==> config.mk <==
export PLATFORM = sky130hd
export DESIGN_NAME = crc_checked_frame_deframer_core
export DESIGN_NICKNAME = d
export VERILOG_FILES = /design/src/ccfd_pkg.sv /design/src/crc_checked_frame_deframer_core.sv /design/src/ccfd_ram.sv /design/src/ccfd_front.sv /design/src/ccfd_back.sv
export SDC_FILE = /design/constraint.sdc
export NUM_CORES = 2
export LEC_CHECK = 0
export ABC_CLOCK_PERIOD_IN_PS = 18810
export CELL_PAD_IN_SITES_DETAIL_PLACEMENT = 1
export CELL_PAD_IN_SITES_GLOBAL_PLACEMENT = 1
export CORE_AREA = 2 2 464 466
export DETAILED_ROUTE_END_ITERATION = 8
export DIE_AREA = 0 0 466 468
export DONT_BUFFER_PORTS = 1
export GPL_TIMING_DRIVEN = 0
export PLACE_DENSITY = 0.75
export SLEW_MARGIN = 20
export SYNTH_ARGS = -nofsm -noshare
export SYNTH_HDL_FRONTEND = slang
export SYNTH_HIERARCHICAL = 1
export SYNTH_SLANG_ARGS = --single-unit
==> constraint.sdc <==
create_clock -name i_clk -period 18.81 [get_ports i_clk]
set_input_delay 3.762 -clock i_clk [delete_from_list [all_inputs] [get_ports i_clk]]
set_output_delay 3.762 -clock i_clk [all_outputs]
set_load 0.1 [all_outputs]
==> src/ccfd_pkg.sv <==
package ccfd_pkg;

    localparam int BUF_BYTES  = 256;
    localparam int ADDR_W     = $clog2(BUF_BYTES);
    localparam int FILL_W     = ADDR_W + 1;
    localparam int HDR_LEN    = 5;
    localparam int TRL_LEN    = 2;
    localparam int RES_SLOTS  = 64;
    localparam int OUT_DATA_W = 200;

    localparam logic [7:0]  CHECK_XOR = 8'h5A;
    localparam logic [15:0] CRC_POLY  = 16'h1021;
    localparam logic [15:0] CRC_INIT  = 16'hFFFF;
    localparam logic [15:0] CRC_MSB   = 16'h8000;

    localparam logic OP_PUSH  = 1'b0;
    localparam logic OP_RESET = 1'b1;

    localparam logic KIND_CHUNK  = 1'b0;
    localparam logic KIND_STATUS = 1'b1;

    localparam logic [1:0] REG_SYNC_FIRST  = 2'd0;
    localparam logic [1:0] REG_SYNC_SECOND = 2'd1;
    localparam logic [1:0] REG_MAX_PAYLOAD = 2'd2;

    typedef struct packed {
        logic       op;
        logic [7:0] data;
    } t_item;

    typedef struct packed {
        logic [7:0] sync_first;
        logic [7:0] sync_second;
        logic [7:0] max_payload;
    } t_cfg;

    // One byte of CRC-16/CCITT-FALSE, most significant bit first.
    function automatic logic [15:0] crc_byte(input logic [15:0] crc_in,
                                             input logic [7:0] b);
        logic [15:0] c;
        c = crc_in ^ {b, 8'h00};
        for (int k = 0; k < 8; k++) begin
            if ((c & CRC_MSB) != 16'h0000) begin
                c = {c[14:0], 1'b0} ^ CRC_POLY;
            end else begin
                c = {c[14:0], 1'b0};
            end
        end
        return c;
    endfunction

endpackage

==> src/crc_checked_frame_deframer_core.sv <==
// A push that completes no frame still gives a status item; header reads are added
// when at least five bytes are buffered. After a dropped byte the header is checked
// again, then come the CRC pass and the chunks: one buffer RAM read port serves all of it.
// A new push is taken only once the last one's status item is issued; a two-entry
// input queue absorbs short bursts.
// Reset (i_rst_n low, synchronous) empties the buffer, clears counters, restores config.
module crc_checked_frame_deframer_core (
    input  logic         i_clk,
    input  logic         i_rst_n,
    input  logic         s_axis_tvalid,
    output logic         s_axis_tready,
    input  logic [7:0]   s_axis_tdata,   // [7:0] data_byte
    input  logic         s_axis_tuser,   // [0] operation
    output logic         m_axis_tvalid,
    input  logic         m_axis_tready,
    // [3:0] chunk_bytes, [67:4] payload_chunk, [68] frame_end, [69] buffer_status,
    // [101:70] frames_delivered, [133:102] resync_count, [165:134] bad_length_count,
    // [197:166] bad_crc_count, [199:198] zero
    output logic [199:0] m_axis_tdata,
    output logic         m_axis_tuser,   // [0] item_kind
    output logic         m_axis_tlast,
    input  logic         i_cfg_valid,
    output logic         o_cfg_ready,
    input  logic [1:0]   i_cfg_index,
    input  logic [7:0]   i_cfg_data
);

    ccfd_pkg::t_cfg  r_cfg;
    ccfd_pkg::t_item item;
    logic            item_valid;
    logic            item_ready;

    assign o_cfg_ready = 1'b1;

    always_ff @(posedge i_clk) begin
        if (!i_rst_n) begin
            r_cfg.sync_first  <= 8'hAA;
            r_cfg.sync_second <= 8'h55;
            r_cfg.max_payload <= 8'd192;
        end else if (i_cfg_valid) begin
            unique case (i_cfg_index)
                ccfd_pkg::REG_SYNC_FIRST:  r_cfg.sync_first  <= i_cfg_data;
                ccfd_pkg::REG_SYNC_SECOND: r_cfg.sync_second <= i_cfg_data;
                ccfd_pkg::REG_MAX_PAYLOAD: r_cfg.max_payload <= i_cfg_data;
                default: begin
                end
            endcase
        end
    end

    ccfd_front u_front (
        .i_clk        (i_clk),
        .i_rst_n      (i_rst_n),
        .i_valid      (s_axis_tvalid),
        .o_ready      (s_axis_tready),
        .i_op         (s_axis_tuser),
        .i_data       (s_axis_tdata),
        .o_item_valid (item_valid),
        .i_item_ready (item_ready),
        .o_item       (item)
    );

    ccfd_back u_back (
        .i_clk        (i_clk),
        .i_rst_n      (i_rst_n),
        .i_cfg        (r_cfg),
        .i_item_valid (item_valid),
        .o_item_ready (item_ready),
        .i_item       (item),
        .o_valid      (m_axis_tvalid),
        .i_ready      (m_axis_tready),
        .o_data       (m_axis_tdata),
        .o_kind       (m_axis_tuser),
        .o_last       (m_axis_tlast)
    );

    a_last_is_status: assert property (@(posedge i_clk) disable iff (!i_rst_n)
        m_axis_tvalid |-> (m_axis_tuser == m_axis_tlast))
        else $error("tlast does not match status kind");

    a_chunk_size: assert property (@(posedge i_clk) disable iff (!i_rst_n)
        (m_axis_tvalid && !m_axis_tuser) |-> (m_axis_tdata[3:0] <= 4'd8))
        else $error("chunk larger than eight bytes");

    a_status_clean: assert property (@(posedge i_clk) disable iff (!i_rst_n)
        (m_axis_tvalid && m_axis_tuser) |-> (m_axis_tdata[68:0] == 69'd0))
        else $error("status item carries payload fields");

endmodule

==> src/ccfd_ram.sv <==
module ccfd_ram #(
    parameter int WIDTH = 8,
    parameter int DEPTH = 256
) (
    input  logic                     i_clk,
    input  logic                     i_we,
    input  logic [$clog2(DEPTH)-1:0] i_waddr,
    input  logic [WIDTH-1:0]         i_wdata,
    input  logic [$clog2(DEPTH)-1:0] i_raddr,
    output logic [WIDTH-1:0]         o_rdata
);

    logic [WIDTH-1:0] r_mem [DEPTH];
    logic [WIDTH-1:0] r_rdata;

    always_ff @(posedge i_clk) begin
        if (i_we) begin
            r_mem[i_waddr] <= i_wdata;
        end
        r_rdata <= r_mem[i_raddr];
    end

    assign o_rdata = r_rdata;

endmodule

==> src/ccfd_front.sv <==
module ccfd_front (
    input  logic                 i_clk,
    input  logic                 i_rst_n,
    input  logic                 i_valid,
    output logic                 o_ready,
    input  logic                 i_op,
    input  logic [7:0]           i_data,
    output logic                 o_item_valid,
    input  logic                 i_item_ready,
    output ccfd_pkg::t_item      o_item
);

    // Two-entry queue between the link side and the frame engine.
    ccfd_pkg::t_item r_q [2];
    logic            r_wptr;
    logic            r_rptr;
    logic [1:0]      r_count;
    logic            push;
    logic            pop;
    ccfd_pkg::t_item in_item;

    assign o_ready      = (r_count != 2'd2);
    assign o_item_valid = (r_count != 2'd0);
    assign o_item       = r_q[r_rptr];
    assign push         = i_valid && o_ready;
    assign pop          = o_item_valid && i_item_ready;

    always_comb begin
        in_item.op = (i_op == ccfd_pkg::OP_RESET) ? ccfd_pkg::OP_RESET : ccfd_pkg::OP_PUSH;
        // A reset transaction carries no byte.
        in_item.data = (i_op == ccfd_pkg::OP_RESET) ? 8'h00 : i_data;
    end

    always_ff @(posedge i_clk) begin
        if (push) begin
            r_q[r_wptr] <= in_item;
        end
        if (!i_rst_n) begin
            r_wptr  <= 1'b0;
            r_rptr  <= 1'b0;
            r_count <= 2'd0;
        end else begin
            if (push) begin
                r_wptr <= ~r_wptr;
            end
            if (pop) begin
                r_rptr <= ~r_rptr;
            end
            if (push && !pop) begin
                r_count <= r_count + 2'd1;
            end else if (pop && !push) begin
                r_count <= r_count - 2'd1;
            end
        end
    end

endmodule

==> src/ccfd_back.sv <==
module ccfd_back (
    input  logic                                i_clk,
    input  logic                                i_rst_n,
    input  ccfd_pkg::t_cfg                      i_cfg,
    input  logic                                i_item_valid,
    output logic                                o_item_ready,
    input  ccfd_pkg::t_item                     i_item,
    output logic                                o_valid,
    input  logic                                i_ready,
    output logic [ccfd_pkg::OUT_DATA_W-1:0]     o_data,
    output logic                                o_kind,
    output logic                                o_last
);

    localparam logic [3:0] S_IDLE = 4'd0;
    localparam logic [3:0] S_SCAN = 4'd1;
    localparam logic [3:0] S_HDR  = 4'd2;
    localparam logic [3:0] S_EVAL = 4'd3;
    localparam logic [3:0] S_CRC  = 4'd4;
    localparam logic [3:0] S_CMP  = 4'd5;
    localparam logic [3:0] S_CHK  = 4'd6;
    localparam logic [3:0] S_EMIT = 4'd7;
    localparam logic [3:0] S_STAT = 4'd8;

    localparam int AW = ccfd_pkg::ADDR_W;
    localparam int FW = ccfd_pkg::FILL_W;

    logic [3:0]      r_st;
    logic            r_wait;
    logic [FW-1:0]   r_idx;
    logic [AW-1:0]   r_head;
    logic [FW-1:0]   r_fill;
    logic [7:0]      r_h [ccfd_pkg::HDR_LEN];
    logic [15:0]     r_crc;
    logic [15:0]     r_got;
    logic [7:0]      r_decl;
    logic [7:0]      r_left;
    logic [3:0]      r_cnt;
    logic [3:0]      r_bpos;
    logic [63:0]     r_pack;
    logic [5:0]      r_n;
    logic [31:0]     r_frames;
    logic [31:0]     r_resync;
    logic [31:0]     r_badlen;
    logic [31:0]     r_badcrc;

    logic                               r_ovalid;
    logic [ccfd_pkg::OUT_DATA_W-1:0]    r_odata;
    logic                               r_okind;
    logic                               r_olast;

    logic          we;
    logic [AW-1:0] waddr;
    logic [AW-1:0] raddr;
    logic [7:0]    rd_data;
    logic          out_free;
    logic          emit_now;
    logic          hdr_bad;
    logic [FW-1:0] needed;
    logic [FW-1:0] crc_end;
    logic [5:0]    chunks;
    logic [6:0]    slots_used;
    logic [7:0]    expect_chk;

    ccfd_ram #(.WIDTH(8), .DEPTH(ccfd_pkg::BUF_BYTES)) u_buf (
        .i_clk   (i_clk),
        .i_we    (we),
        .i_waddr (waddr),
        .i_wdata (i_item.data),
        .i_raddr (raddr),
        .o_rdata (rd_data)
    );

    assign o_item_ready = (r_st == S_IDLE);
    assign we    = (r_st == S_IDLE) && i_item_valid && (i_item.op == ccfd_pkg::OP_PUSH)
                   && (r_fill != FW'(ccfd_pkg::BUF_BYTES));
    assign waddr = r_head + r_fill[AW-1:0];
    assign raddr = r_head + r_idx[AW-1:0];

    assign out_free   = !r_ovalid || i_ready;
    assign emit_now   = ((r_st == S_EMIT) || (r_st == S_STAT)) && out_free;
    assign expect_chk = r_h[2] ^ r_h[3] ^ ccfd_pkg::CHECK_XOR;
    assign hdr_bad    = (r_h[0] != i_cfg.sync_first) || (r_h[1] != i_cfg.sync_second)
                        || (r_h[4] != expect_chk);
    assign needed     = FW'(r_decl) + FW'(ccfd_pkg::HDR_LEN + ccfd_pkg::TRL_LEN);
    assign crc_end    = FW'(r_decl) + FW'(ccfd_pkg::HDR_LEN - 1);
    assign chunks     = (r_decl == 8'd0) ? 6'd1 : 6'((9'(r_decl) + 9'd7) >> 3);
    assign slots_used = 7'(r_n) + 7'(chunks);

    always_ff @(posedge i_clk) begin
        if (!i_rst_n) begin
            r_st     <= S_IDLE;
            r_wait   <= 1'b0;
            r_head   <= '0;
            r_fill   <= '0;
            r_n      <= '0;
            r_frames <= '0;
            r_resync <= '0;
            r_badlen <= '0;
            r_badcrc <= '0;
            r_ovalid <= 1'b0;
        end else begin
            if (r_ovalid && i_ready && !emit_now) begin
                r_ovalid <= 1'b0;
            end
            unique case (r_st)
                S_IDLE: begin
                    if (i_item_valid) begin
                        r_n <= '0;
                        if (i_item.op == ccfd_pkg::OP_RESET) begin
                            r_fill <= '0;
                            r_st   <= S_STAT;
                        end else begin
                            if (we) begin
                                r_fill <= r_fill + FW'(1);
                            end
                            r_st <= S_SCAN;
                        end
                    end
                end
                S_SCAN: begin
                    r_idx  <= '0;
                    r_wait <= 1'b0;
                    if (r_fill < FW'(ccfd_pkg::HDR_LEN)) begin
                        r_st <= S_STAT;
                    end else begin
                        r_st <= S_HDR;
                    end
                end
                S_HDR: begin
                    if (!r_wait) begin
                        r_wait <= 1'b1;
                    end else begin
                        r_wait          <= 1'b0;
                        r_h[r_idx[2:0]] <= rd_data;
                        r_idx           <= r_idx + FW'(1);
                        if (r_idx == FW'(ccfd_pkg::HDR_LEN - 1)) begin
                            r_st <= S_EVAL;
                        end
                    end
                    r_decl <= r_h[2];
                end
                S_EVAL: begin
                    priority if (hdr_bad) begin
                        r_resync <= r_resync + 32'd1;
                        r_head   <= r_head + AW'(1);
                        r_fill   <= r_fill - FW'(1);
                        r_st     <= S_SCAN;
                    end else if (r_h[3] != 8'h00 || r_h[2] > i_cfg.max_payload) begin
                        r_badlen <= r_badlen + 32'd1;
                        r_resync <= r_resync + 32'd1;
                        r_head   <= r_head + AW'(1);
                        r_fill   <= r_fill - FW'(1);
                        r_st     <= S_SCAN;
                    end else if (r_fill < needed) begin
                        r_st <= S_STAT;
                    end else begin
                        r_decl <= r_h[2];
                        r_crc  <= ccfd_pkg::CRC_INIT;
                        r_idx  <= FW'(2);
                        r_wait <= 1'b0;
                        r_st   <= S_CRC;
                    end
                end
                S_CRC: begin
                    if (!r_wait) begin
                        r_wait <= 1'b1;
                    end else begin
                        r_wait <= 1'b0;
                        r_idx  <= r_idx + FW'(1);
                        if (r_idx <= crc_end) begin
                            r_crc <= ccfd_pkg::crc_byte(r_crc, rd_data);
                        end else if (r_idx == crc_end + FW'(1)) begin
                            r_got[7:0] <= rd_data;
                        end else begin
                            r_got[15:8] <= rd_data;
                            r_st        <= S_CMP;
                        end
                    end
                end
                S_CMP: begin
                    r_idx  <= FW'(ccfd_pkg::HDR_LEN);
                    r_wait <= 1'b0;
                    r_left <= r_decl;
                    r_cnt  <= (r_decl > 8'd8) ? 4'd8 : r_decl[3:0];
                    r_bpos <= '0;
                    r_pack <= '0;
                    priority if (r_crc != r_got) begin
                        r_badcrc <= r_badcrc + 32'd1;
                        r_resync <= r_resync + 32'd1;
                        r_head   <= r_head + AW'(1);
                        r_fill   <= r_fill - FW'(1);
                        r_st     <= S_SCAN;
                    end else if (slots_used > 7'(ccfd_pkg::RES_SLOTS - 1)) begin
                        // No room left before the status item: frame stays buffered.
                        r_st <= S_STAT;
                    end else begin
                        r_st <= S_CHK;
                    end
                end
                S_CHK: begin
                    if (r_bpos == r_cnt) begin
                        r_st <= S_EMIT;
                    end else if (!r_wait) begin
                        r_wait <= 1'b1;
                    end else begin
                        r_wait                      <= 1'b0;
                        r_pack[r_bpos[2:0]*8 +: 8]  <= rd_data;
                        r_bpos                      <= r_bpos + 4'd1;
                        r_idx                       <= r_idx + FW'(1);
                    end
                end
                S_EMIT: begin
                    if (out_free) begin
                        r_ovalid <= 1'b1;
                        r_okind  <= ccfd_pkg::KIND_CHUNK;
                        r_olast  <= 1'b0;
                        r_odata  <= {131'd0, (r_left <= 8'd8), r_pack, r_cnt};
                        r_n      <= r_n + 6'd1;
                        r_left   <= r_left - 8'(r_cnt);
                        r_cnt    <= (r_left - 8'(r_cnt) > 8'd8) ? 4'd8
                                    : 4'(r_left - 8'(r_cnt));
                        r_bpos   <= '0;
                        r_pack   <= '0;
                        if (r_left <= 8'd8) begin
                            r_head   <= r_head + needed[AW-1:0];
                            r_fill   <= r_fill - needed;
                            r_frames <= r_frames + 32'd1;
                            r_st     <= S_SCAN;
                        end else begin
                            r_st <= S_CHK;
                        end
                    end
                end
                S_STAT: begin
                    if (out_free) begin
                        r_ovalid <= 1'b1;
                        r_okind  <= ccfd_pkg::KIND_STATUS;
                        r_olast  <= 1'b1;
                        r_odata  <= {2'd0, r_badcrc, r_badlen, r_resync, r_frames,
                                     (r_fill != '0), 69'd0};
                        r_st     <= S_IDLE;
                    end
                end
                default: begin
                    r_st <= S_IDLE;
                end
            endcase
        end
    end

    assign o_valid = r_ovalid;
    assign o_data  = r_odata;
    assign o_kind  = r_okind;
    assign o_last  = r_olast;

endmodule
-- Yosys cells after proc, flatten, opt, wreduce, memory -nomap -nowiden
Memory sizes are Yosys's and may differ from the RTL's. A register that Yosys moved wholly into a read port is not among the register bits.
Index checks and enable logic that the tools add are counted.
W data, S select, Z words.
- flip-flop bits (word level): 515
- latch bits: 0
- RAM bits: 2106
- memory bits (read-only): 0
- input port bits: 24
- output and inout port bits: 205
- word-level logic and storage cells: 312
- memories kept: 3
- memories (name ; words ; width ; read ports ; clocked after memory_dff ; wr ports ; line ; RTL):
    u_back.u_buf.r_mem ; 256 ; 8 ; 1 ; 1 ; 1 ; ccfd_ram.sv:13 ; logic [WIDTH-1:0] r_mem [DEPTH];
    u_back.r_h ; 5 ; 8 ; 5 ; 0 ; 1 ; ccfd_back.sv:33 ; logic [7:0] r_h [ccfd_pkg::HDR_LEN];
    u_front.r_q ; 2 ; 9 ; 1 ; 1 ; 1 ; ccfd_front.sv:14 ; ccfd_pkg::t_item r_q [2];
- add/sub/neg operators: 22
- multipliers: 0
- divide/modulo/power cells: 0
- order comparisons: 8
- equality and inequality tests: 38
- shift operators: 2
- muxes and demuxes: 136
- bitwise operators: 17
- reduce and logical (&&, ||, !) cells: 59
- operator list (kind ; count):
    $mux W16 ; 33
    $mux W200 ; 2
    $pmux W200 S2 ; 1
    $mux W64 ; 3
    $pmux W64 S3 ; 1
    $add A32 B1 Y32 const B ; 4
    $mux W9 ; 13
    $mux W13 ; 8
    $mux W32 ; 3
    $mux W4 ; 21
    $mux W8 ; 10
    $bwmux W64 ; 1
    $pmux W32 S2 ; 1
    $shift A8 B34 Y64 const A ; 1
    $shiftx A8 B34 Y64 ; 1
    $pmux W9 S5 ; 1
    $pmux W4 S9 ; 1
    $pmux W9 S4 ; 1
    $neg A6 Y34 ; 1
    $pmux W16 S2 ; 1
    $pmux W8 S2 ; 2
    $reduce_and A5 Y1 ; 6
    $add A9 B1 Y9 const B ; 3
    $add A8 B8 Y8 ; 3
    66 further kinds ; 160

-- Longest topological paths before layout
- depth in word-level cells: 48
- gate-level depth with buffers: 17
- depth with buffers taken out: 15

-- Cells and area by module
Netlist, hierarchy kept.
- by module, submodules not included (module ; instances ; cells an instance ; area an instance (um2) ; seq. area each (um2)):
    ccfd_ram ; 1 ; 3733 ; 79556.3 ; 61659.1
    ccfd_back ; 1 ; 2245 ; 24770.0 ; 14193.6
    crc_checked_frame_deframer_core ; 1 ; 100 ; 997.2 ; 480.5
    ccfd_front ; 1 ; 61 ; 930.9 ; 640.6

-- Worst setup path after synthesis
No wires, ideal clock.
- kind: input-to-reg
- start point: input port i_rst_n
- end point: register u_back.r_odata (netlist bit u_back/o_data[0]), enable pin
- library setup time: 1.052 ns
- arrival time: 18.985 ns
- data required time: 17.758 ns
- setup slack: -1.227 ns
- cell stages on the path: 5
- buffers on the path: 3
- path through: clkbuf_1 -> inv_1 -> clkbuf_1 -> clkbuf_1 -> a211oi_1
- cells in the longest elaborated chain, start to end: 1
- RTL lines (item ; line ; RTL):
    start: declaration ; crc_checked_frame_deframer_core.sv:9 ; input logic i_rst_n,
    $reduce_and A4 Y1 (no line) ; - ;
    end signal: assignment ; ccfd_back.sv:218 ; r_odata <= {131'd0, (r_left <= 8'd8), r_pack, r_cnt};
    end signal: assignment ; ccfd_back.sv:240 ; r_odata <= {2'd0, r_badcrc, r_badlen, r_resync, r_frames,
    end: declaration ; ccfd_back.sv:48 ; logic [ccfd_pkg::OUT_DATA_W-1:0] r_odata;
No other way between the ends.
A chain may end at the register's enable or synchronous reset.

-- Worst setup path after layout
- start point: register u_back.r_idx[1]
- end point: register u_back.u_buf.r_rdata[3], in the netlist u_back/u_buf/o_rdata[3], read port of u_back.u_buf.r_mem
- cells in the longest elaborated chain, start to end: 1
- RTL lines (item ; line ; RTL):
    start: declaration ; ccfd_back.sv:30 ; logic [FW-1:0] r_idx;
    start signal: assignment ; ccfd_back.sv:136 ; r_idx <= r_idx + FW'(1);
    start signal: assignment ; ccfd_back.sv:170 ; r_idx <= r_idx + FW'(1);
    start signal: assignment ; ccfd_back.sv:182 ; r_idx <= FW'(ccfd_pkg::HDR_LEN);
    $add A8 B8 Y8 ; ccfd_back.sv:78 ; assign raddr = r_head + r_idx[AW-1:0];
    named net u_back.raddr[2] ; ccfd_back.sv:54 ; logic [AW-1:0] raddr;
    end: declaration ; ccfd_ram.sv:14 ; logic [WIDTH-1:0] r_rdata;
The timed path passes the listed nets, and every way through them passes these cells.

==> run summary <==
Detailed Routing Iterations Pass 1 = 5
largest net degree at the start of global routing = 125
Fin Setup TNS = 0 ns
detailed placement HPWL = 226500 µm
CP Class = flip-flop to flip-flop
Mean Syn Cell Area = 17.31 µm²
total global-route track usage = 30.70%
top_reg_cell synth = edfxtp_1
vias after detailed routing = 62360
share of cells above drive strength 1 = 16.71%
post-DR vias/cell = 6.537
Slew Viols, Final = 0
clk slew on worst S/H paths = 0.06 ns
FFs w/ async S/R, synth = 0%
Reg-to-Reg End = u_back/u_buf/o_rdata[3]$_DFF_P_
CP Capture Type = flip-flop
final hold vios = 0
Resized cells post-CTS = 0
WP buf/inv = 6
flops & latches, synth = 2628
Slew HR = 4.289%
# clock sinks = 2628
CP Launch Type = flip-flop
min cycle time layout = 7.003 ns
Leak Pwr = 0.03868 µW
final worst-path cycle share = 37.23%
Least-Margin Pin Slew = 1.423 ns
total wire length = 335400 µm
count of final setup violators = 0
FF-to-FF path depth = 13
hold path start = r_cfg[4]$_SDFFE_PN0P_
Syn. warnings = 6
# hold bufs at CTS = 0
fillcell total = 19070
Setup Skew = 0.07982 ns
Port-buffer cells = 0
Rows = 170
# DRC = 0
core area = 213300 µm²
CTS buffer count = 291
vias in the first global route = 63650
Die Footprint = 218100 µm²
post-synth cell types = 92
register area = 76970 µm²
status = complete, no violations
Routed wire per std cell = 35.16 µm
Cells after Synth = 6139
critical-path cell list = clkbuf_1, inv_1, fa_1, xnor2_1, clkinv_1, buf_4, nor2_1, clkbuf_1, a221oi_1, buf_4, o32ai_1, nor3_1, nor4_2
Longest Clk Path Bufs = 4
initial antenna violation count = 28
Max Freq = 142.8 MHz
crit path DAT = 7.72 ns
Nets = 6589
WP data required = 19.52 ns
family with the most delay on the worst path = buffers and inverters
multi-input logic area = 27450 µm²
sequential area share after synthesis = 72.44%
Mapped Area = 106300 µm²
synthesis-to-finish area growth = 13.19%
Hold EP = r_cfg[4]$_SDFFE_PN0P_
H-tree depth = 5
hold path cells = 2
RD Place Congestion = 0.9532
starting density of the core = 49.80%
setup bufs post-CTS = 0
Die Ht = 468 µm
slowest stage delay, CP = 0.93 ns
R2R Setup Slk = 11.81 ns
Root Driver = clkbuf_16
Iter 0 DRT Violations = 9127
worst reg2reg path startpoint = u_back/r_idx[1]$_DFFE_PP_
Clock Latency Late Sink = 0.96 ns
Final Util = 56.38%
critical path peak fanout = 10
wire length of the first global-routing pass = 474200 µm
pwr dens = 134.9 nW/µm²
max-cap violation count = 0
RSZ-0062 raised after global routing = no
Antenna Nets Post-Route = 0
Worst path slowest cell = nor4_2
number of synthesized flops with an enable pin = 2434
Max rail drop VDD = 0.1257 mV
TritonCTS clock tree = done
total congestion overflow = 0
HP Class = flip-flop to flip-flop
Die W = 466 µm
Ports = 229
==> final cells by class <==
type	instances	share of cell area [%]
inverter	82	0.2559
sequential	2628	64.00
clock buffer	369	6.402
timing repair buffer	49	0.8354
antenna	12	0.02497
buffer	331	1.594
multi-input combinational	3099	22.82
clock inverter	131	1.113
tap	2838	2.952
==> per-layer routing <==
metal  share of wire, %  vias up  global-route usage, %
met5              0.022        -                      0
met4                6.0       12                  16.42
met3                 12      862                  8.436
met2                 47     4141                  47.95
met1                 36    32510                  39.29
li1                   -    24830                      -
==> cells by family (layout without fill, tap and decap cells) <==
kind of cell    count (synthesis)  in the layout  share of synthesized area, %
mux                           665            665                         11.66
fa+ha+maj                      83             83                         1.020
simple gates                 1438           1438                         6.664
buf+inv                       413            962                         2.043
compound gates                685            685                         4.234
flops                        2628           2628                         72.44
other cells                     2             15                      0.007068
xor+xnor                      225            225                         1.934
==> cell usage after synthesis, types with 19 or more instances <==
master	count	area, µm²
a211oi_1	23	172.7
a21oi_1	219	1096
a22oi_1	137	1028
and2_1	212	1326
and3_1	23	143.9
buf_1	27	101.4
buf_2	40	200.2
buf_4	32	240.2
buf_6	23	259.0
clkbuf_1	187	701.9
dfxtp_1	194	3884
edfxtp_1	2434	73090
ha_1	77	963.4
inv_1	80	300.3
mux2i_1	197	1972
mux4_2	454	10220
nand2_1	249	934.7
nand2b_1	19	118.9
nand3_1	108	540.5
nand4_1	50	312.8
nor2_1	495	1858
nor2b_1	64	400.4
nor3_1	61	305.3
nor4_1	45	281.5
o211ai_1	22	165.2
o21ai_0	89	445.4
o221ai_1	49	429.2
o22ai_1	32	200.2
or3_1	53	331.6
xnor2_1	105	919.6
xor2_1	114	998.5
==> worst max path at each step <==
stage	startpoint	endpoint	slack, ns	cells past startpoint
2_1_floorplan	i_rst_n	u_back/o_data[0]$_SDFFCE_PP0P_	5.73	5
3_3_place_gp	i_rst_n	u_back/o_data[90]$_SDFFCE_PN0P_	2.17	5
3_5_place_dp	i_rst_n	u_back/o_data[90]$_SDFFCE_PN0P_	11.14	12
4_1_cts	i_rst_n	u_back/o_data[90]$_SDFFCE_PN0P_	12.09	12
5_1_grt	u_back/r_idx[1]$_DFFE_PP_	u_back/u_buf/o_rdata[3]$_DFF_P_	11.82	13
6_report	u_back/r_idx[1]$_DFFE_PP_	u_back/u_buf/o_rdata[3]$_DFF_P_	11.81	13
==> per-stage QoR <==
| step | cell area, µm² | setup slack, ns | hold WS, ns | instances | total power [µW] |
|---|---|---|---|---|---|
| after floorplan | 106300 | 5.731 | 0.4382 | 6140 | 9196 |
| after global placement | 109800 | 2.167 | 0.4506 | 8978 | 10570 |
| after detailed placement | 111100 | 11.14 | 0.4602 | 9025 | 10670 |
| after CTS | 120100 | 12.09 | 0.4713 | 9525 | 16160 |
| after global routing | 120200 | 11.82 | 0.4935 | 9530 | 16570 |
| final | 120300 | 11.81 | 0.4720 | 9539 | 16230 |
==> state kept, by name (all words and copies together), names as in the netlist, 4 cells and up, named ones only <==
name / flops
u_back/r_pack: 64
u_back/r_idx: 9
u_back/r_got: 16
u_back/r_st: 4
u_back/u_buf/r_mem: 2048
u_back/r_crc: 16
u_front/r_q: 18
u_back/r_head: 8
u_back/r_frames: 32
u_back/r_left: 8
u_back/u_buf/o_rdata: 8
u_back/r_bpos: 4
u_back/r_h: 40
u_back/r_resync: 32
u_back/r_decl: 8
r_cfg: 24
u_back/r_fill: 9
u_back/r_n: 6
u_back/r_cnt: 4
u_back/r_badcrc: 32
u_back/r_badlen: 32
u_back/o_data: 198
==> where the power goes <==
group	leakage, µW	total [µW]	internal, µW	switching [µW]
sequential	0.0237	7230	6820	401
combinational	0.0106	3480	1090	2390
clock	0.00438	5520	3260	2270
total	0.0387	16200	11200	5060
==> worst register-to-register path: cells and delay by family, from the launching register on <==
family          cells  cell delay [ns]
fa+ha+maj           1             0.50
buf+inv             6             2.63
compound gates      2             0.76
xor+xnor            1             0.77
flops               1             0.48
simple gates        3             1.70
==> layout by cell type (no fill, tap or decap), types with 53 or more instances in the layout <==
cell / Yosys / layout
nand3_1: 108 / 108
dfxtp_1: 194 / 194
edfxtp_1: 2434 / 2434
nor2b_1: 64 / 64
ha_1: 77 / 77
xnor2_1: 105 / 101
a21oi_1: 219 / 218
clkbuf_16: 0 / 295
nor3_1: 61 / 55
clkinv_1: 2 / 57
and2_1: 212 / 212
mux4_2: 454 / 454
xor2_1: 114 / 114
nor2_1: 495 / 492
mux2i_1: 197 / 197
inv_1: 80 / 80
o21ai_0: 89 / 89
nand2_1: 249 / 249
a22oi_1: 137 / 137
clkbuf_1: 187 / 223
or3_1: 53 / 53
Note: power is estimated with default switching activity, not from simulation.
